==> src/sv/ppd_pkg.sv <==
// shared types and constants of the pairwise point distance block
// used by ppd_ctrl, ppd_datapath and pairwise_point_distance; no dependencies
package ppd_pkg;

    // fixed field widths of the transaction payloads
    localparam int IDX_W   = 10;
    localparam int COORD_W = 16;
    localparam int DIST_W  = 25;

    // defaults for the top level parameters
    localparam int DEF_MAX_POINTS = 1024;
    localparam int DEF_COORD_BITS = 16;
    localparam int DEF_FRAC_BITS  = 8;

    // operation codes
    localparam logic OP_STORE = 1'b0;
    localparam logic OP_QUERY = 1'b1;

    // axis select codes for the shared multiplier
    localparam logic [1:0] AXIS_X = 2'd0;
    localparam logic [1:0] AXIS_Y = 2'd1;
    localparam logic [1:0] AXIS_Z = 2'd2;

    typedef struct packed {
        logic                      op;
        logic [IDX_W-1:0]          first_index;
        logic [IDX_W-1:0]          second_index;
        logic signed [COORD_W-1:0] coord_x;
        logic signed [COORD_W-1:0] coord_y;
        logic signed [COORD_W-1:0] coord_z;
    } t_in_item;

    typedef struct packed {
        logic [DIST_W-1:0] distance;
        logic [IDX_W-1:0]  row_point;
        logic [IDX_W-1:0]  column_point;
    } t_out_item;

    // commands from the controller to the datapath
    typedef struct packed {
        logic       store;      // write the incoming point
        logic       capture;    // take the indices of a query
        logic       rd_col;     // read address is the column point
        logic       latch_p;    // row point data is on the read port
        logic       latch_q;    // column point data is on the read port
        logic       mul_en;     // square one axis difference
        logic [1:0] axis;
        logic       acc_en;     // add the last square into the sum
        logic       root_load;  // start the square root
        logic       root_step;  // one square root iteration
        logic       out_load;   // move the result to the output register
    } t_ppd_cmd;

    // status from the datapath to the controller
    typedef struct packed {
        logic out_busy;         // output register full and stalled
    } t_ppd_status;

endpackage

==> src/sv/ppd_ctrl.sv <==
// controller state machine of the pairwise point distance block
// depends on ppd_pkg; drives the command struct of ppd_datapath
module ppd_ctrl #(
    parameter int COORD_BITS = ppd_pkg::DEF_COORD_BITS,
    parameter int FRAC_BITS  = ppd_pkg::DEF_FRAC_BITS
) (
    input  logic                 i_clk,
    input  logic                 i_rst_n,
    input  logic                 i_in_valid,
    input  logic                 i_in_op,
    output logic                 o_in_stall,
    input  ppd_pkg::t_ppd_status i_status,
    output ppd_pkg::t_ppd_cmd    o_cmd
);
    import ppd_pkg::*;

    // one square root iteration per result bit
    localparam int STEPS  = COORD_BITS + 2 + FRAC_BITS;
    localparam int STEP_W = $clog2(STEPS);

    typedef enum logic [3:0] {
        S_IDLE,
        S_RD_ROW,
        S_RD_COL,
        S_LATCH_Q,
        S_MUL,
        S_ACC,
        S_LOAD,
        S_ROOT,
        S_DONE
    } t_state;

    t_state            r_state, n_state;
    logic [1:0]        r_axis, n_axis;
    logic [STEP_W-1:0] r_step, n_step;
    logic              w_idle_take;

    assign o_in_stall  = (r_state != S_IDLE);
    assign w_idle_take = (r_state == S_IDLE) && i_in_valid;

    // next state and counters
    always_comb begin
        n_state = r_state;
        n_axis  = r_axis;
        n_step  = r_step;
        case (r_state)
            S_IDLE: begin
                if (w_idle_take && (i_in_op == OP_QUERY)) begin
                    n_state = S_RD_ROW;
                end
            end
            S_RD_ROW:  n_state = S_RD_COL;
            S_RD_COL:  n_state = S_LATCH_Q;
            S_LATCH_Q: begin
                n_state = S_MUL;
                n_axis  = AXIS_X;
            end
            S_MUL: begin
                if (r_axis == AXIS_Z) begin
                    n_state = S_ACC;
                end else begin
                    n_axis = r_axis + 2'd1;
                end
            end
            S_ACC:  n_state = S_LOAD;
            S_LOAD: begin
                n_state = S_ROOT;
                n_step  = STEP_W'(STEPS - 1);
            end
            S_ROOT: begin
                if (r_step == '0) begin
                    n_state = S_DONE;
                end else begin
                    n_step = r_step - 1'b1;
                end
            end
            S_DONE: begin
                if (!i_status.out_busy) begin
                    n_state = S_IDLE;
                end
            end
            default: n_state = S_IDLE;
        endcase
    end

    // command decode
    always_comb begin
        o_cmd           = '0;
        o_cmd.store     = w_idle_take && (i_in_op == OP_STORE);
        o_cmd.capture   = w_idle_take && (i_in_op == OP_QUERY);
        o_cmd.rd_col    = (r_state == S_RD_COL);
        o_cmd.latch_p   = (r_state == S_RD_COL);
        o_cmd.latch_q   = (r_state == S_LATCH_Q);
        o_cmd.mul_en    = (r_state == S_MUL);
        o_cmd.axis      = r_axis;
        o_cmd.acc_en    = (r_state == S_MUL) || (r_state == S_ACC);
        o_cmd.root_load = (r_state == S_LOAD);
        o_cmd.root_step = (r_state == S_ROOT);
        o_cmd.out_load  = (r_state == S_DONE) && !i_status.out_busy;
    end

    // state and counter registers
    always_ff @(posedge i_clk) begin
        if (!i_rst_n) begin
            r_state <= S_IDLE;
            r_axis  <= AXIS_X;
            r_step  <= '0;
        end else begin
            r_state <= n_state;
            r_axis  <= n_axis;
            r_step  <= n_step;
        end
    end

endmodule

==> config.mk <==
export PLATFORM = sky130hd
export DESIGN_NAME = ppd_ctrl
export DESIGN_NICKNAME = d
export VERILOG_FILES = /design/src/sv/ppd_pkg.sv /design/src/sv/ppd_ctrl.sv
export SDC_FILE = /design/constraint.sdc
export NUM_CORES = 1
export LEC_CHECK = 0
export ABC_AREA = 1
export BUFFER_PORTS_ARGS = -buffer_cell sky130_fd_sc_hd__buf_2
export CORE_AREA = 2 2 43 45
export DETAILED_ROUTE_END_ITERATION = 10
export DIE_AREA = 0 0 45 47
export PLACE_DENSITY = 0.65
export SETUP_SLACK_MARGIN = 0.15
export SLEW_MARGIN = 30
export SYNTH_ARGS = -nofsm -noshare
export SYNTH_HDL_FRONTEND = slang
export SYNTH_SLANG_ARGS = --single-unit
export TNS_END_PERCENT = 100
==> constraint.sdc <==
create_clock -name i_clk -period 2.1 [get_ports i_clk]
set_input_delay 0.21 -clock i_clk [delete_from_list [all_inputs] [get_ports i_clk]]
set_output_delay 0.21 -clock i_clk [all_outputs]
set_load 0.02 [all_outputs]
; ---- After elaboration in Yosys (flattened, before gate mapping)
; Index checks and enable logic that the tools add are counted.
[totals]
output_inout_bits = 13
input_bits = 5
word_cells = 44
regBits = 11
[op_classes]
bitwise_logic = 1
add_sub_neg = 2
n_eq_ne = 15
n_reduce_logical = 14
mux = 9
[op_table]
columns = op, count
row1 = case mux 4 bit (9 select lines), 1
row2 = "equality test 4 x 3 -> 1 bit, second input constant", 4
row3 = 2-to-1 mux 4 bit, 4
row4 = case mux 5 bit (2 select lines), 1
row5 = "equality test 4 x 2 -> 1 bit, second input constant", 2
row6 = "inequality test 2 bit, second input constant", 4
row7 = zero test 5 bit, 1
row8 = 2-to-1 mux 5 bit, 1
row9 = "subtractor 5 x 1 -> 5 bit, second input constant", 1
row10 = "equality test 4 x 1 -> 1 bit, second input constant", 1
row11 = "equality test 4 bit, second input constant", 1
row12 = logical AND 1 bit, 4
row13 = zero test 4 bit, 1
row14 = "inequality test 2 x 1 -> 1 bit, second input constant", 2
row15 = case mux 2 bit (2 select lines), 1
row16 = AND reduction 2 bit, 2
row17 = AND reduction 4 bit, 1
row18 = nonzero test 2 bit, 2
row19 = nonzero test 4 bit, 1
row20 = "adder 2 x 1 -> 2 bit, second input constant", 1
row21 = "equality test 2 bit, second input constant", 1
row22 = 2-to-1 mux 2 bit, 1
row23 = zero test 1 bit, 1
row24 = logical OR 1 bit, 1
row25 = NOT 1 bit, 1

; ---- Longest topological paths before layout
[logic_depth]
ltp_word = 5
depth_mapped = 9
ltp_nobuf = 9

; ---- Worst setup path after synthesis
; OpenSTA, ideal clock, no wires.
[synth_path]
path_kind = register -> output
from = register r_state[2]
to = output o_cmd[9] (netlist bit)
path_buffers = 1
arrival_time_ns = 1.355
path_stages_with_launch = 5
path_slack_ns = 0.535
required_ns = 1.890
path_cell_list = dfxtp_1 -> nor2_1 -> inv_1 -> nor3_1 -> buf_4
[synth_lines]
columns = item, line_no
row1 = "start, declared", ppd_ctrl.sv:33  ; t_state r_state, n_state;
row2 = "start signal, assigned", ppd_ctrl.sv:109  ; r_state <= n_state;
row3 = "end, declared", ppd_ctrl.sv:13  ; output ppd_pkg::t_ppd_cmd o_cmd

==> metrics <==
Seq/Total Area, Yosys 32.2%; starting density of the core 41.4%; post-cts sizing count 0; RSZ-0062 raised after global routing no; crit-path max FO 5; arrival time worst endpoint 1.33 ns; Syn. warnings 0; worst reg2reg setup slack 0.80 ns; TritonCTS buffer count 3; layout cell share with drive strength beyond 1 26.2%; Core Box Area 1650 sq um; Slew HR 83.1%; Starting DRT DRC Count 4; WL per Instance 10.0 microns; period utilization 73.3%; Worst-Skew Late Latency 0.26 ns; CP Class reg2out; CTS Sinks 11; fmax 0.649 GHz; initial antenna violation count 0; CTS H-tree lvls 1; crit path time final 1.54 ns; commonest non-fill, non-tap cells in the layout 19 x nor2_1, 17 x inv_1, 17 x buf_2; post-DP HPWL 1170 microns; CP max stage delay 0.37 ns; Post-CTS Setup Bufs 0; number of top-level pins 18; Leak 0.457 nW; Post-Layout Cell Count 143; Vias 683; setup ws final 0.560 ns; outcome finished clean; Fin Hold WS 0.241 ns; post-layout instance area 808 sq um; Cell Area, Placed 782 sq um; post-route ant nets 0; die width 45 microns; Cell Area, Synth 683 sq um; Vias/cell 4.78; most frequent CP cell nor2_1; Rows 15; number of global-route vias before repair 652; Critical Path Sink Type primary output; CTS tree yes; total track usage 16.9%; nets 134; die area 2120 sq um; syn_area_per_cell 6.44 sq um; GR Overflow Total 0; hold_buf cts 0; global-route wire length before repair 2620 microns; Root Buffer Master clkbuf_4; total negative slack 0 ns; Die Y-Extent 47 microns; GP Congestion 0.850; clock slew seen by the registers of the worst setup and hold paths 0.07 ns; Pins Over Slew Limit 0; Power Density 1180 nW/um^2; Netlist cell types 19; Final Hold Viols 0; worst slew pin tran 0.252 ns; worst hold-check path type in2reg; Critical-path top delay cell dfxtp_1; DP Worst Slack 0.793 ns; IO buf count 17; Worst VDD drop 448 uV; Post-Syn Nets 113; most common library cell in the layout ignoring fill and taps nor2_1; worst path required time 1.89 ns; Final setup viols 0; n_diodes 0; largest net degree at the start of global routing 8; max-cap check violation count 0; area grow syn2layout 18.3%; Clock Tree Buf Depth 2; Final Routed Wirelength 1430 microns; DRT Pass-1 Iters 4; crit-path cells nor2_1, nand2_2, inv_2, nand2_1, nor2_1, buf_2; Syn Inst Count 106; dpl cells 139; Worst Skew 0.00329 ns; CP Launch Type flop; Synth Register Bits 11; DR DRC count 0
## critical path: cells and delay by family, from the launching register on
family,cells,cell delay [ns]
flops,1,0.37
buf+inv,2,0.22
simple gates,4,0.48
## power by group
part           internal, mW  total [mW]  switching [mW]
sequential            0.257       0.306          0.0495
combinational         0.170       0.506           0.336
clock                0.0733       0.144          0.0710
total                 0.500       0.957           0.457
## metrics by stage
step | utilization [%] | power [mW]
floorplan | - | 0.698
finish | 48.9 | 0.957
CTS | 48.9 | 0.965
detailed placement | 47.3 | 0.822
global route | 48.9 | 1.06
global placement | 47.3 | 0.815
## final timing paths
check | start | end | depth (start not counted)
max reg2reg | r_step[0] | r_state[2] | 8
min reg2reg | r_step[4] | r_step[4] | 2
min | i_rst_n | r_state[2] | 3
max | r_state[0] | o_cmd[10] | 6
## cells in the mapped netlist, drive strengths merged
cell	count	area (sq um)
ha	2	25.0
a21oi	8	40.0
and2	1	6.26
o21ai	6	30.0
nor4	1	6.26
a211oi	1	7.51
nor2	21	93.8
nand2	20	100
o22ai	1	6.26
or2	1	6.26
inv	21	78.8
nand3	10	50.1
nor3	1	5.00
dfxtp	11	220
buf	1	7.51
## logic make-up (layout without fill, tap and decap cells)
| kind of cell | count (synthesis) | count (layout) | synth area share [%] |
|---|---|---|---|
| adders and majority gates | 2 | 2 | 3.66 |
| buffers and inverters | 22 | 42 | 12.6 |
| AOI/OAI and AO/OA | 16 | 16 | 12.3 |
| and+or+nand+nor | 55 | 55 | 39.2 |
| DFF | 11 | 11 | 32.2 |
## flip-flops by register name, summed over array words and instances (netlist names)
register,count
r_step,5
r_axis,2
r_state,4
## layout make-up
| type | count | area, sq um |
|---|---|---|
| flip-flops and latches | 11 | 220 |
| clock buffers | 4 | 26.3 |
| repair buffers | 17 | 85.1 |
| inverters | 21 | 78.8 |
| well taps | 17 | 21.3 |
| multi-input cells | 73 | 377 |
| fillers | 183 | 843 |
## routing by layer
| metal | wire length, microns | track usage (%) | up-vias |
|---|---|---|---|
| li1 | - | - | 370 |
| met1 | 704 | 21.1 | 297 |
| met2 | 648 | 29.4 | 14 |
| met3 | 66 | 2.31 | 2 |
| met4 | 15 | 7.06 | 0 |
| met5 | 0 | 0 | - |
Note: power is estimated with default switching activity, not from simulation.
